--- src/design/box_blur_3x3_rgb_top_assert.svh ---
// Assertion macros for the box blur block.
`ifndef BOX_BLUR_3X3_RGB_TOP_ASSERT_SVH
`define BOX_BLUR_3X3_RGB_TOP_ASSERT_SVH
`ifndef NO_ASSERTIONS
`define BBR_ASSERT_IMP(lbl, clk, rst_n, ante, cons) \
    lbl: assert property (@(posedge clk) disable iff (!rst_n) (ante) |-> (cons)) \
        else $error("assertion failed");
`define BBR_ASSERT_NXT(lbl, clk, rst_n, ante, cons) \
    lbl: assert property (@(posedge clk) disable iff (!rst_n) (ante) |=> (cons)) \
        else $error("assertion failed");
`else
`define BBR_ASSERT_IMP(lbl, clk, rst_n, ante, cons)
`define BBR_ASSERT_NXT(lbl, clk, rst_n, ante, cons)
`endif
`endif

--- src/design/bbr_pkg.sv ---
// Shared types and constants of the box blur block.
`default_nettype none
package bbr_pkg;
    localparam int MAX_WIDTH  = 2048;
    localparam int MAX_HEIGHT = 4096;
    localparam int COL_W      = $clog2(MAX_WIDTH);
    localparam int ROW_W      = $clog2(MAX_HEIGHT) + 1;
    localparam int WID_W      = COL_W + 1;
    localparam int SUM_W      = 12;
    localparam int CNT_W      = 4;
    localparam int NUM_W      = SUM_W + 1;
    localparam int RCP_SHIFT  = 18;
    localparam int RCP_W      = 18;
    localparam int PROD_W     = NUM_W + RCP_W;
    localparam int QDEPTH     = 4;
    localparam int QPTR_W     = $clog2(QDEPTH);

    localparam logic [2:0] ADDR_WIDTH  = 3'd0;
    localparam logic [2:0] ADDR_HEIGHT = 3'd4;

    typedef struct packed {
        logic [2:0][SUM_W-1:0] sum;
        logic [CNT_W-1:0]      count;
        logic                  row_end;
        logic                  frame_end;
    } t_job;

    typedef struct packed {
        logic push;
        logic full;
    } t_qctl;

    function automatic logic [RCP_W-1:0] recip(input logic [CNT_W-1:0] cnt);
        logic [RCP_W-1:0] m;
        unique case (cnt)
            4'd1:    m = 18'd131072;
            4'd2:    m = 18'd65536;
            4'd3:    m = 18'd43691;
            4'd4:    m = 18'd32768;
            4'd6:    m = 18'd21846;
            4'd9:    m = 18'd14564;
            default: m = '0;
        endcase
        return m;
    endfunction
endpackage
`default_nettype wire

--- src/design/bbr_queue.sv ---
// Short request queue between front and back end.
`default_nettype none
module bbr_queue
    import bbr_pkg::*;
(
    input  wire logic i_clk,
    input  wire logic i_rst_n,
    input  wire logic i_push,
    input  t_job      i_job,
    output logic      o_full,
    input  wire logic i_pop,
    output logic      o_valid,
    output t_job      o_job
);
    t_job              r_q [QDEPTH];
    logic [QPTR_W-1:0] r_wp, r_rp;
    logic [QPTR_W:0]   r_cnt;

    assign o_full  = r_cnt == (QPTR_W+1)'(QDEPTH);
    assign o_valid = r_cnt != '0;
    assign o_job   = r_q[r_rp];

    always_ff @(posedge i_clk) begin
        if (!i_rst_n) begin
            r_wp  <= '0;
            r_rp  <= '0;
            r_cnt <= '0;
        end else begin
            if (i_push) begin
                r_wp <= r_wp + QPTR_W'(1);
            end
            if (i_pop) begin
                r_rp <= r_rp + QPTR_W'(1);
            end
            unique case ({i_push, i_pop})
                2'b10:   r_cnt <= r_cnt + (QPTR_W+1)'(1);
                2'b01:   r_cnt <= r_cnt - (QPTR_W+1)'(1);
                default: r_cnt <= r_cnt;
            endcase
        end
    end

    always_ff @(posedge i_clk) begin
        if (i_push) begin
            r_q[r_wp] <= i_job;
        end
    end
endmodule
`default_nettype wire

--- config.mk ---
export PLATFORM = sky130hd
export DESIGN_NAME = bbr_queue
export DESIGN_NICKNAME = d
export VERILOG_FILES = /design/src/design/box_blur_3x3_rgb_top_assert.svh /design/src/design/bbr_pkg.sv /design/src/design/bbr_queue.sv
export SDC_FILE = /design/constraint.sdc
export NUM_CORES = 1
export LEC_CHECK = 0
export BUFFER_PORTS_ARGS = -buffer_cell sky130_fd_sc_hd__buf_2
export CORE_ASPECT_RATIO = 2
export CORE_MARGIN = 4
export CORE_UTILIZATION = 40
export CTS_CLUSTER_SIZE = 30
export DETAILED_ROUTE_END_ITERATION = 6
export GPL_TIMING_DRIVEN = 0
export MAX_ROUTING_LAYER = met4
export PLACE_DENSITY = 0.69
export SYNTH_ARGS = -nofsm -noshare
export SYNTH_HDL_FRONTEND = slang
export SYNTH_SLANG_ARGS = --single-unit
--- constraint.sdc ---
create_clock -name i_clk -period 2.1 [get_ports i_clk]
set_clock_uncertainty 0.05 [all_clocks]
set_input_delay 0.105 -clock i_clk [delete_from_list [all_inputs] [get_ports i_clk]]
set_output_delay 0.105 -clock i_clk [all_outputs]
set_load 0.02 [all_outputs]
==> out/qor.txt <==
r2r setup slk -> 0.37 ns
die width -> 98.5 um
FF-to-FF End -> r_q[1][41]
Setup Fix Bufs, Post-CTS -> 0
drt total wl -> 11.4 mm
Pint -> 6280 uW
Root Buffer -> clkbuf_16
Crit path required time -> 1.95 ns
post-synthesis compound-gate area fraction -> 0.191%
Die Ht -> 189 um
DRT iter0 DRCs -> 97
Seq pwr share -> 50.3%
WP buf/inv -> 3
Max clock buf depth -> 2
global-route wire length before repair -> 18.5 mm
initial antenna violation count -> 0
Sw Share -> 22.9%
area share of fa/ha/maj cells after synthesis -> 1.26%
largest family of logic cells by synthesized area -> multiplexers
period utilization -> 94.8%
Post-synth EDFFs -> 168
CP delay by family, top -> buffers and inverters
GR Overflow Total -> 0
most frequent cells in the layout -> 168 x edfxtp_1, 92 x buf_2, 44 x dlygate4sd3_1
Mapped Area -> 0.00656 mm2
Comb pwr share -> 11.8%
DIE AREA -> 0.0186 mm2
Reg area -> 0.00523 mm2
most frequent CP cell -> buf_2
CTS tree -> yes
share of layout cells above drive strength 1 -> 41.3%
DR DRC count -> 0
Synth Area in XOR/XNOR -> 0.668%
pwr/cell area -> 972 mW/mm2
Multi-input gate area -> 0.00121 mm2
status -> finished, final reports clean
Area Growth Syn to Fin -> 27.8%
CP peak stage delay -> 0.36 ns
crit-path max FO -> 10
Boundary Pins -> 90
maxcap violations -> 0
R2R cell count -> 4
IR drop worst, VDD -> 615 uV
post-synth cell types -> 21
Fillers -> 1336
IO buf count -> 89
vias -> 3053
CP Capture Type -> output port
WP data arrival -> 1.84 ns
cell count after synthesis -> 262
Reg-to-Reg Start -> r_wp[1]
routed len/inst -> 18.0 um
Net Sw Power -> 1860 uW
crit-path cells -> clkbuf_1 -> buf_2 -> mux4_2 -> buf_2
largest net degree at the start of global routing -> 27
Antenna Violating Nets Remaining -> 0
row count -> 66
post-synthesis mux area share -> 14.8%
syn_area_per_cell -> 25.0 um2
hold crit path type -> input port to register
Final Max Slew Viols -> 0
Hold EP -> r_wp[1]
path type of the worst setup path -> register to output port
Min Clock Period, post-route -> 1.99 ns
Primary FF master, synth -> edfxtp_1
hold path cells -> 3
via/cell ratio -> 4.81
nets -> 470
post-layout util -> 51.8%
Detail Placement HPWL -> 7.45 mm
critical path's slowest cell -> mux4_2
clock power share -> 37.9%
Starting Density -> 40.5%
Post-Syn Nets -> 314
register area share after synthesis -> 79.7%
FFs w/ async S/R, synth -> 0%
most common cell after layout, fill and taps aside -> edfxtp_1
Final Hold Viols -> 0
yosys warns -> 0
Num CTS Buffers -> 17
final setup vio count -> 0
Fmax achieved -> 0.502 GHz
Leakage -> 0.00292 uW
unrepaired setup endpoints after global routing -> true
synthesized flop and latch total -> 177
Max-slew headroom -> 59.3%
Setup crit start kind -> register
Synth Area in Simple Gates -> 1.41%
Antenna Cells -> 0
CTS Sinks -> 177
drt pass-1 iters -> 4
All-Layer GR Usage -> 13.7%
min-delay src -> i_push
CTS clk-pin slew, worst paths -> 0.07 ns
clk_lat worst skew -> 0.42 ns
final setup TNS -> 0 ns
core area -> 0.0162 mm2
Routability Congestion -> 0.650
Slew @ Worst Pin -> 0.610 ns
CTS H-tree lvls -> 4
vias in the first global route -> 3468
## stage by stage
step	worst slack [ns]	instances	power (uW)	instance area (um2)	hold WS, ns
after detailed placement	0.329	559	5100	7340	0.275
final	0.109	635	8150	8380	0.0118
after global routing	-0.0356	635	8470	8380	0.0337
after CTS	0.0226	635	8250	8380	0.00418
after floorplan	0.0927	262	4750	6560	0.154
after global placement	-0.683	555	5050	7260	0.265
## sequential cells by signal (all words and copies together), names as in the netlist, named ones only
signal and flops:
r_cnt 3, r_q 168, r_rp 2, r_wp 2
## Yosys cell counts, drive strengths merged (2+ instances only)
cell type	instances	area [um2]
inv	3	11.3
dfxtp	9	180
buf	9	111
mux2i	2	20.0
and2	9	56.3
mux4	42	953
edfxtp	168	5040
ha	5	62.6
or3	2	12.5
nor2b	2	12.5
xor2	2	17.5
xnor2	3	26.3
## how the worst max path moves through the flow
stage	from	end	slack (ns)	cells after the start
after floorplan	r_wp[0]	r_q[2][0]	0.09	3
after global placement	r_wp[0]	r_q[0][6]	-0.68	3
after detailed placement	r_wp[1]	r_q[1][38]	0.33	4
after CTS	register	o_job[23]	0.02	4
after global routing	register	o_job[3]	-0.04	4
final	register	o_job[30]	0.11	4
## worst reg2reg max path, stage by stage (launching register included)
cell and delay (ns):
dfxtp_1 0.34, inv_1 0.09, ha_1 0.13, and2_2 0.54
buf_12 0.27
## layout make-up
type	count	share of cell area [%]
Sequential cell	177	62.4
Multi-Input combinational cell	72	14.4
Timing Repair Buffer	137	11.5
Clock buffer	19	5.67
Tap cell	204	3.05
Clock inverter	13	1.42
Buffer	10	1.40
Inverter	3	0.134
## power groups by stage
stage,sequential [uW],clock (uW),combinational (uW)
floorplan,4160,0,593
finish,4090,3090,965
detailed placement,4170,0,924
CTS,4100,3160,996
global placement,4170,0,880
global route,4110,3320,1040
## timing repair
action                                  4_1_cts  5_1_grt
endpoints found under the setup margin        1       25
hold buffers                                 44        0
endpoints found under the hold margin       177        0
gates resized for setup                       1        0
## per-layer routing
metal,track usage [%],wire length [um]
met4,5.10,178
met2,24.2,6640
met3,3.39,357
met1,14.6,4270
met5,-,0
## logic make-up (layout without fill, tap and decap cells)
| family | Yosys count | count (layout) |
|---|---|---|
| AO/OA/AOI/OAI | 2 | 2 |
| XOR/XNOR | 5 | 5 |
| adder cells (fa/ha/maj) | 6 | 6 |
| buffers and inverters | 13 | 182 |
| flip-flops | 177 | 177 |
| multiplexers | 44 | 44 |
| AND/OR/NAND/NOR | 15 | 15 |
Power figures use the tool's default switching activity.
