===== src/design/box_blur_3x3_rgb_top_assert.svh =====
// Assertion macros for the box blur block.
`ifndef BOX_BLUR_3X3_RGB_TOP_ASSERT_SVH
`define BOX_BLUR_3X3_RGB_TOP_ASSERT_SVH
`ifndef NO_ASSERTIONS
`define BBR_ASSERT_IMP(lbl, clk, rst_n, ante, cons) \
    lbl: assert property (@(posedge clk) disable iff (!rst_n) (ante) |-> (cons)) \
        else $error("assertion failed");
`define BBR_ASSERT_NXT(lbl, clk, rst_n, ante, cons) \
    lbl: assert property (@(posedge clk) disable iff (!rst_n) (ante) |=> (cons)) \
        else $error("assertion failed");
`else
`define BBR_ASSERT_IMP(lbl, clk, rst_n, ante, cons)
`define BBR_ASSERT_NXT(lbl, clk, rst_n, ante, cons)
`endif
`endif


===== src/design/bbr_pkg.sv =====
// Shared types and constants of the box blur block.
`default_nettype none
package bbr_pkg;
    localparam int MAX_WIDTH  = 2048;
    localparam int MAX_HEIGHT = 4096;
    localparam int COL_W      = $clog2(MAX_WIDTH);
    localparam int ROW_W      = $clog2(MAX_HEIGHT) + 1;
    localparam int WID_W      = COL_W + 1;
    localparam int SUM_W      = 12;
    localparam int CNT_W      = 4;
    localparam int NUM_W      = SUM_W + 1;
    localparam int RCP_SHIFT  = 18;
    localparam int RCP_W      = 18;
    localparam int PROD_W     = NUM_W + RCP_W;
    localparam int QDEPTH     = 4;
    localparam int QPTR_W     = $clog2(QDEPTH);

    localparam logic [2:0] ADDR_WIDTH  = 3'd0;
    localparam logic [2:0] ADDR_HEIGHT = 3'd4;

    typedef struct packed {
        logic [2:0][SUM_W-1:0] sum;
        logic [CNT_W-1:0]      count;
        logic                  row_end;
        logic                  frame_end;
    } t_job;

    typedef struct packed {
        logic push;
        logic full;
    } t_qctl;

    function automatic logic [RCP_W-1:0] recip(input logic [CNT_W-1:0] cnt);
        logic [RCP_W-1:0] m;
        unique case (cnt)
            4'd1:    m = 18'd131072;
            4'd2:    m = 18'd65536;
            4'd3:    m = 18'd43691;
            4'd4:    m = 18'd32768;
            4'd6:    m = 18'd21846;
            4'd9:    m = 18'd14564;
            default: m = '0;
        endcase
        return m;
    endfunction
endpackage
`default_nettype wire


===== src/design/bbr_back.sv =====
// Back end: rounded division of the sums by the tap count, output register.
`default_nettype none
module bbr_back
    import bbr_pkg::*;
(
    input  wire logic i_clk,
    input  wire logic i_rst_n,
    input  wire logic i_valid,
    input  t_job      i_job,
    output logic      o_pop,
    output logic      o_valid,
    input  wire logic i_ready,
    output logic [23:0] o_data,
    output logic      o_row_end,
    output logic      o_frame_end
);
    logic                   r_m_v, r_m_re, r_m_fe, r_o_v;
    logic [2:0][PROD_W-1:0] r_m_prod;
    logic                   o_adv, m_adv;
    logic [RCP_W-1:0]       m;

    assign o_adv   = !r_o_v || i_ready;
    assign m_adv   = !r_m_v || o_adv;
    assign o_pop   = i_valid && m_adv;
    assign o_valid = r_o_v;
    assign m       = recip(i_job.count);

    always_ff @(posedge i_clk) begin
        if (!i_rst_n) begin
            r_m_v <= 1'b0;
            r_o_v <= 1'b0;
        end else begin
            if (m_adv) begin
                r_m_v <= i_valid;
            end
            if (o_adv) begin
                r_o_v <= r_m_v;
            end
        end
    end

    always_ff @(posedge i_clk) begin
        if (m_adv) begin
            for (int ch = 0; ch < 3; ch++) begin
                r_m_prod[ch] <= PROD_W'({i_job.sum[ch], 1'b0} + NUM_W'(i_job.count))
                              * PROD_W'(m);
            end
            r_m_re <= i_job.row_end;
            r_m_fe <= i_job.frame_end;
        end
        if (o_adv) begin
            for (int ch = 0; ch < 3; ch++) begin
                o_data[ch*8 +: 8] <= r_m_prod[ch][RCP_SHIFT +: 8];
            end
            o_row_end   <= r_m_re;
            o_frame_end <= r_m_fe;
        end
    end
endmodule
`default_nettype wire


===== config.mk =====
export PLATFORM = sky130hd
export DESIGN_NAME = bbr_back
export DESIGN_NICKNAME = d
export VERILOG_FILES = /design/src/design/box_blur_3x3_rgb_top_assert.svh /design/src/design/bbr_pkg.sv /design/src/design/bbr_back.sv
export SDC_FILE = /design/constraint.sdc
export NUM_CORES = 1
export LEC_CHECK = 0
export BUFFER_PORTS_ARGS = -buffer_cell sky130_fd_sc_hd__buf_2
export CORE_MARGIN = 8
export CORE_UTILIZATION = 60
export CTS_CLUSTER_SIZE = 16
export DETAILED_ROUTE_END_ITERATION = 6
export PLACE_DENSITY = 0.78
export SYNTH_ARGS = -nofsm -noshare
export SYNTH_HDL_FRONTEND = slang
export SYNTH_SLANG_ARGS = --single-unit

===== constraint.sdc =====
create_clock -name i_clk -period 14 [get_ports i_clk]
set_clock_uncertainty 0.2 [all_clocks]
set_input_delay 2.1 -clock i_clk [delete_from_list [all_inputs] [get_ports i_clk]]
set_output_delay 2.1 -clock i_clk [all_outputs]
set_load 0.1 [all_outputs]

==> flow_summary.toml, run 1 <==
[outcome]
status = "complete, no violations"

[worst_setup_path]
reg2regPathDepth = 3
critPathKind = "in2reg"
startpoint_type = "primary input"
cp-endpoint = "r_m_prod[24]"
cp.required_ns = 13.87
r2r_start = "o_valid"
reg2reg_to = "r_m_prod[55]"
r2r_setup_slack_ns = 12.45
crit_fanout = 21
cp-startpoint = "i_job[4]"
arrival_ns = 10.76
critical_path.endpoint_type = "register"

[clock_network]
htree_levels = 2
postCtsSetupBuffers = 0
cts.hold.buffers_added = 0
cts_tree = "built"
clkSinkCount = 54
path_clk_slew_ns = 0.12
cts_resized = 0
cts.path.max_buffers = 2
numCtsBuffers = 5
cts_root_buf = "clkbuf_16"
insertion_delay_ns = 0.35

[worst_hold_path]
hp-class = "reg2reg"

[synth]
ys_types = 67
avgSynthCellArea_sq_um = 9.791
async_reset_ff_share_pct = 0
synthCells = 2029
ys_seq_area_share_pct = 8.061
synth_flop_cell = "edfxtp_1"
synth_area_sq_mm = 0.01987
synth_edf_count = 52
ys_warn_count = 0
ys_ff_latch = 54

[drt]
firstDrtPassIters = 5
first_iter_violations = 906
wl_um = 51230
drc_errors = 0
routedWlPerCell_um = 20.10
drtAntennaViolNets = 0
avgViaCountPerCell = 5.400
vias = 13765

[timing]
fin_setup_tns_ns = 0
finalSetupViolations = 0
rsz0062_at_grt = "false"
tightest_slew_ns = 1.091
drv_slew = 0
fin_crit_ns = 10.89
hold_slack_ns = 0.2038
layout_worst_path_cycle_share_pct = 77.81
hold_viol = 0
max_clock_freq_mhz = 91.80
maxSlewHeadroom_pct = 26.88

[die]
initial_core_util_pct = 61.06
die_h_um = 198.0
dieWidth_um = 198.0
die_area_sq_mm = 0.03919
top_level_ports = 74
rows = 66
core_sq_mm = 0.03254

[grt]
grt_pass1_wl_um = 82740
grt_antenna_before_repair = 1
overflow = 0
grt_pass1_vias = 15543
grt_max_degree = 36
grt.total_usage_pct = 27.85

[placed_design]
gp_congestion = 1.017
dpl.hpwl_um = 44840
port_buffers = 73

[layout]
nNetsFinal = 2839
syn_to_final_growth_pct = 5.712
drive_gt1_share_pct = 5.458
antennaDiodeCount = 0

[power]
power_density_mw_per_mm2 = 71.19
vdd_drop_max_mv = 0.1096
p_total_w = 0.001495
leakage_nw = 11.82

[job]
maxCapViolations = 0
[cell type report]
cell class                 count  area [sq um]
clock buffer                   5         125.1
timing repair buffer          83         440.4
multi-input combinational   1361         15970
fill                        2732         11530
inverter                     601          2258
clock inverter                 3         48.80
sequential                    54          1602
tap                          442         553.0
[synth_stat cells (all sizes together), types with 4 or more instances]
cell       n  area [sq um]
inv      601          2258
edfxtp    52          1562
clkbuf    21         78.83
o21ai     17         85.08
o22ai      4         25.02
xnor2     71         621.9
buf        5         28.78
or3        6         37.54
nand2b    18         112.6
nor2b     10         62.56
ha       217          2715
nand4      8         50.05
a21oi     37         192.7
a31oi      4         25.02
and3      10         62.56
xor2      35         306.5
o21a       6         45.04
nand2    115         431.7
o2111ai    6         58.80
a21o      18         135.1
nor2     185         694.4
or2        8         50.05
nor3      11         55.05
fa       470          9409
nand3     25         125.1
and2      11         68.82
a211oi     4         30.03
[metrics by stage]
step                util [%]  std cells  worst slack, ns  instance area, sq um
finish                 64.55       2549            3.106                 21000
global route           64.55       2549            2.668                 21000
CTS                    64.55       2549            3.197                 21000
detailed placement     64.01       2541            2.874                 20830
global placement       64.01       2541            3.202                 20830
floorplan                  -       2042            4.683                 19920
[registers in the layout, summed over array words and instances (netlist names)]
signal	cells
r_m_prod	24
o_frame_end	1
r_m_v	1
r_m_fe	1
o_data	24
o_row_end	1
r_m_re	1
o_valid	1
[cells by family after synthesis]
group	count (synthesis)	share of synthesized area [%]
multiplexers	1	0.05668
AO/OA/AOI/OAI	127	4.503
other	2	0.03780
XOR/XNOR	106	4.673
flip-flops	54	8.061
adder cells (fa/ha/maj)	687	61.03
AND/OR/NAND/NOR	425	9.731
buffers and inverters	627	11.91
[where the power goes]
group,internal [W],switching (W),total [W]
sequential,0.000251,0.0000131,0.000265
combinational,0.000352,0.000714,0.00107
clock,0.0000863,0.0000776,0.000164
total,0.000690,0.000805,0.00150
[worst max-delay path, cell delays in order]
cell and delay (ns):
buf_2 0.20, inv_1 0.18, nand2_1 0.13, nor2_1 0.05, nand2_1 0.51, nand2_1 0.76, inv_1 0.85, buf_4 0.49
nor2_1 0.17, fa_1 0.58, inv_1 0.08, fa_1 0.46, fa_1 0.55, inv_1 0.06, fa_1 0.38, fa_1 0.51
inv_1 0.05, fa_1 0.49, inv_1 0.04, ha_1 0.30, a2111oi_0 0.40, o21ai_0 0.16, a221oi_1 0.43, a31oi_1 0.24
nor3_1 0.32, o21bai_1 0.12, xor2_1 0.14
[layer usage]
metal  up-vias  track usage, %  part of all wire [%]
met5         -               0                 0.018
met4         2           11.50                   4.5
met1      6905           35.17                    40
met3       112           5.348                   7.1
met2       551           46.73                    48
li1       6195               -                     -
[cell usage in the layout, fill, tap and decap left out, types with 25 or more instances in the layout]
cell type  Yosys  routed
xor2_1        35      35
ha_1         217     217
nor2_1       185     183
inv_1        600     600
nand2_1      115     115
buf_2          2      73
nand3_1       25      25
edfxtp_1      52      52
a21oi_1       35      35
xnor2_1       71      71
fa_1         470     470
[worst min path at each step]
stage                 startpoint    endpoint  slack, ns  cells after the start
finish              r_m_prod[84]  o_data[20]       0.20                      0
global route        r_m_prod[84]  o_data[20]       0.21                      0
CTS                 r_m_prod[84]  o_data[20]       0.21                      0
detailed placement  r_m_prod[81]  o_data[17]       0.20                      0
global placement    r_m_prod[81]  o_data[17]       0.20                      0
floorplan           r_m_prod[18]   o_data[0]       0.20                      0
No activity file was read; power rests on OpenSTA's default activity.
==> inputs of run 2 (changes only) <==
clock period = 10.1 ns   (was 14 ns; I/O delays follow)
==> flow_summary.toml, run 2 (same netlist as run 1, synthesis figures left out) <==
[outcome]
status = "complete, no violations"

[grt]
grt_pass1_vias = 15792
grt_pass1_wl_um = 83810
grt_max_degree = 27
grt.total_usage_pct = 28.33
overflow = 0
grt_antenna_before_repair = 4

[layout]
nNetsFinal = 2852
final_common_cell = "inv_1"
layout_common_cells = "600 x inv_1, 470 x fa_1, 217 x ha_1"
syn_to_final_growth_pct = 6.204
final_area_sq_mm = 0.02110
drive_gt1_share_pct = 6.038
biggestRegsByFlops = "o_data x24, r_m_prod x24"
final_cells = 2564

[placed_design]
pre_cts_ws_ns = 0.8232
port_buffers = 73
dpl.cell_count = 2554
placed_cell_area_sq_mm = 0.02092
dpl.hpwl_um = 45780
gp_congestion = 1.025

[job]
maxCapViolations = 0

[die]
die_area_sq_mm = 0.03919
die_h_um = 198.0
core_sq_mm = 0.03254
rows = 66
top_level_ports = 74
initial_core_util_pct = 61.06
dieWidth_um = 198.0

[drt]
highest_layer = "met5"
avgViaCountPerCell = 5.457
vias = 13993
dr_wl_met3_um = 3528
drt-met1-wl_um = 20160
drtAntennaViolNets = 0
wl_met2_um = 25500
wl_um = 52010
firstDrtPassIters = 6
routedWlPerCell_um = 20.28
first_iter_violations = 991
drc_errors = 0

[power]
vdd_drop_max_mv = 0.1440
leakage_nw = 11.88
power_density_mw_per_mm2 = 99.03

[timing]
tightest_slew_ns = 1.012
final.setup.worst_slack_ns = 1.223
hold_slack_ns = 0.2033
rsz0062_at_grt = "false"
max_clock_freq_mhz = 112.7
layout_worst_path_cycle_share_pct = 87.89
maxSlewHeadroom_pct = 32.33
fin_setup_tns_ns = 0
fin_crit_ns = 8.877
drv_slew = 0
hold_viol = 0
finalSetupViolations = 0

[clock_network]
numCtsBuffers = 5
cts_root_buf = "clkbuf_16"
cts_resized = 0
insertion_delay_ns = 0.35
path_clk_slew_ns = 0.11
cts.hold.buffers_added = 0
clkSinkCount = 54
cts.path.max_buffers = 2
htree_levels = 2
cts_tree = "built"
postCtsSetupBuffers = 0

[worst_setup_path]
crit_fanout = 9
max_stage_delay_ns = 0.58
cp.required_ns = 9.99
slowest_stage = "fa_1"
critical_path.endpoint_type = "register"
crit_buf_inv = 6
critPathKind = "in2reg"
arrival_ns = 8.76
startpoint_type = "primary input"
cp_top_family = "adder cells"
crit_top_cell = "fa_1"

[worst_hold_path]
hp-class = "reg2reg"
## run 2: cell count changes in the layout (fill, tap and decap cells not counted), sizes merged
| cell | before | now |
|---|---|---|
| buf | 83 | 96 |
| diode | 0 | 2 |
## run 2: layout make-up
class	instances	area (sq um)
Multi-Input combinational cell	1361	15970
Fill cell	2680	11440
Inverter	601	2258
Sequential cell	54	1602
Tap cell	442	553.0
Timing Repair Buffer	96	538.0
Clock buffer	5	125.1
Clock inverter	3	48.80
Antenna cell	2	5.005
## run 2: where the power goes
part | internal (W) | switching (W) | total, W | leakage (nW)
registers | 0.000349 | 0.0000201 | 0.000369 | 0.592
logic | 0.000493 | 0.000991 | 0.00148 | 11.2
clock network | 0.000120 | 0.000116 | 0.000236 | 0.0820
## run 2: layer usage
metal  up-vias  track usage [%]
met5         -                0
met2       610            48.44
met3       146            4.465
met4         2            13.66
met1      7015            34.85
li1       6220                -
## run 2: worst register-to-register path, delay by kind of cell, from the launching register on
| family | cells | cell delay, ns |
|---|---|---|
| AND/OR/NAND/NOR | 2 | 0.25 |
| flip-flops | 1 | 0.31 |
| buffers and inverters | 1 | 0.42 |
## run 2: final timing paths
| check | startpoint | end | slack (ns) | cells after the start |
|---|---|---|---|---|
| worst max register to register | o_valid | r_m_prod[20] | 8.55 | 3 |
| worst min register to register | r_m_prod[84] | o_data[20] | 0.20 | 0 |
| worst max-delay path | i_job[4] | r_m_prod[24] | 1.22 | 25 |
| worst min-delay path | r_m_prod[84] | o_data[20] | 0.20 | 0 |
## run 2: metrics by stage
| step | power, W | util [%] |
|---|---|---|
| after floorplan | 0.001502 | - |
| after global placement | 0.001804 | 64.30 |
| after detailed placement | 0.001853 | 64.30 |
| after CTS | 0.002102 | 64.83 |
| after global routing | 0.002282 | 64.85 |
| final | 0.002090 | 64.85 |
==> inputs of run 3 (changes only) <==
CORE_UTILIZATION = 66   (was 60)
PLACE_DENSITY = 0.84   (was 0.78)
==> flow_summary.toml, run 3 (same netlist as run 1, synthesis figures left out) <==
[clock_network]
cts.hold.buffers_added = 0
cts_resized = 0
htree_levels = 2
clkSinkCount = 54
cts.path.max_buffers = 2
path_clk_slew_ns = 0.08
cts_root_buf = "clkbuf_16"
cts_tree = "built"
numCtsBuffers = 5
postCtsSetupBuffers = 0
insertion_delay_ns = 0.34

[power]
vdd_drop_max_mv = 0.1429
p_sw_w = 0.001115
pwr-share-seq_pct = 17.9
clkPwrFrac_pct = 9.8
leakage_nw = 11.87
intPower_w = 0.0009363
combPwrFrac_pct = 72.3
sw_frac_of_total_pct = 54.36
power_density_mw_per_mm2 = 97.71

[placed_design]
dpl.hpwl_um = 45220
port_buffers = 73
gp_congestion = 1.006
pre_cts_ws_ns = 0.2145

[layout]
fillerInstances = 2245
nNetsFinal = 2850
multi_input_area_sq_mm = 0.01597
drive_gt1_share_pct = 5.949
biggestRegsByFlops = "o_data x24, r_m_prod x24"
syn_to_final_growth_pct = 5.687
utilization_pct = 70.84
final_common_cell = "inv_1"
layout_common_cells = "600 x inv_1, 470 x fa_1, 217 x ha_1"
seqCellArea_sq_mm = 0.001602

[worst_hold_path]
hold_depth = 0
hp-class = "reg2reg"
worstHoldStart = "r_m_re"

[worst_setup_path]
crit_buf_inv = 6
cp_top_family = "adder cells"
slowest_stage = "a221oi_1"
startpoint_type = "primary input"
crit_top_cell = "fa_1"
critical_path_depth = 25
cp.required_ns = 9.98
critical_path.endpoint_type = "register"
reg2regPathDepth = 3
cp-startpoint = "i_job[4]"
arrival_ns = 9.51
r2r_start = "o_valid"
max_stage_delay_ns = 0.70
critPathKind = "in2reg"
crit_fanout = 9

[timing]
finalSetupViolations = 0
rsz0062_at_grt = "false"
tightest_slew_ns = 0.9426
fin_crit_ns = 9.633
hold_viol = 0
final.setup.worst_slack_ns = 0.4671
hold_slack_ns = 0.2223
drv_slew = 0
max_clock_freq_mhz = 103.8
maxSlewHeadroom_pct = 37.16
fin_setup_tns_ns = 0
layout_worst_path_cycle_share_pct = 95.38

[grt]
grt_max_degree = 27
grt_pass1_vias = 15663
overflow = 0
grt_antenna_before_repair = 3
grt_pass1_wl_um = 82590
grt.total_usage_pct = 30.15

[die]
initial_core_util_pct = 67.03
die_h_um = 189.5
rows = 63
top_level_ports = 74
dieWidth_um = 189.5
core_sq_mm = 0.02964
die_area_sq_mm = 0.03591

[drt]
first_iter_violations = 950
drc_errors = 0
avgViaCountPerCell = 5.566
vias = 13964
firstDrtPassIters = 5
routedWlPerCell_um = 20.42
wl_um = 51220
drtAntennaViolNets = 0

[job]
maxCapViolations = 0

[outcome]
status = "complete, no violations"
[run 3: cell count changes in the layout (fill, tap and decap cells not counted), sizes merged]
cell      change
buf           -2
clkinv        +2
bufinv        -1
clkinvlp      -1
diode         -1
[run 3: worst paths after layout]
path	end	slack, ns
worst max-delay path	r_m_prod[24]	0.47
worst min-delay path	o_row_end	0.22
worst max register to register	o_data[11]	8.34
worst min register to register	o_row_end	0.22
[run 3: cell type report]
class	count	area share [%]
Inverter	601	10.76
Clock buffer	5	0.5959
Antenna cell	1	0.01192
Multi-Input combinational cell	1361	76.06
Tap cell	390	2.324
Sequential cell	54	7.628
Clock inverter	3	0.1371
Timing Repair Buffer	94	2.491
[run 3: layer usage]
metal | GRT usage, % | wire length, um | vias to the layer above
met4 | 14.40 | 2596 | 0
met3 | 5.905 | 3681 | 128
met5 | 0 | 0 | -
met1 | 36.61 | 19620 | 7052
li1 | - | - | 6209
met2 | 51.19 | 25330 | 575
[run 3: power groups by stage]
stage | Combinational [W] | Clock, W | Sequential, W
2_1_floorplan | 0.000852 | 0 | 0.000651
3_3_place_gp | 0.00142 | 0 | 0.000369
3_5_place_dp | 0.00148 | 0 | 0.000372
4_1_cts | 0.00149 | 0.000208 | 0.000368
5_1_grt | 0.00165 | 0.000213 | 0.000375
6_report | 0.00148 | 0.000201 | 0.000368
[run 3: stage by stage]
| step | power (W) | instances | instance area, sq um |
|---|---|---|---|
| 2_1_floorplan | 0.001502 | 2042 | 19920 |
| 3_3_place_gp | 0.001792 | 2500 | 20840 |
| 3_5_place_dp | 0.001848 | 2500 | 20840 |
| 4_1_cts | 0.002061 | 2508 | 20990 |
| 5_1_grt | 0.002241 | 2509 | 21000 |
| 6_report | 0.002052 | 2509 | 21000 |
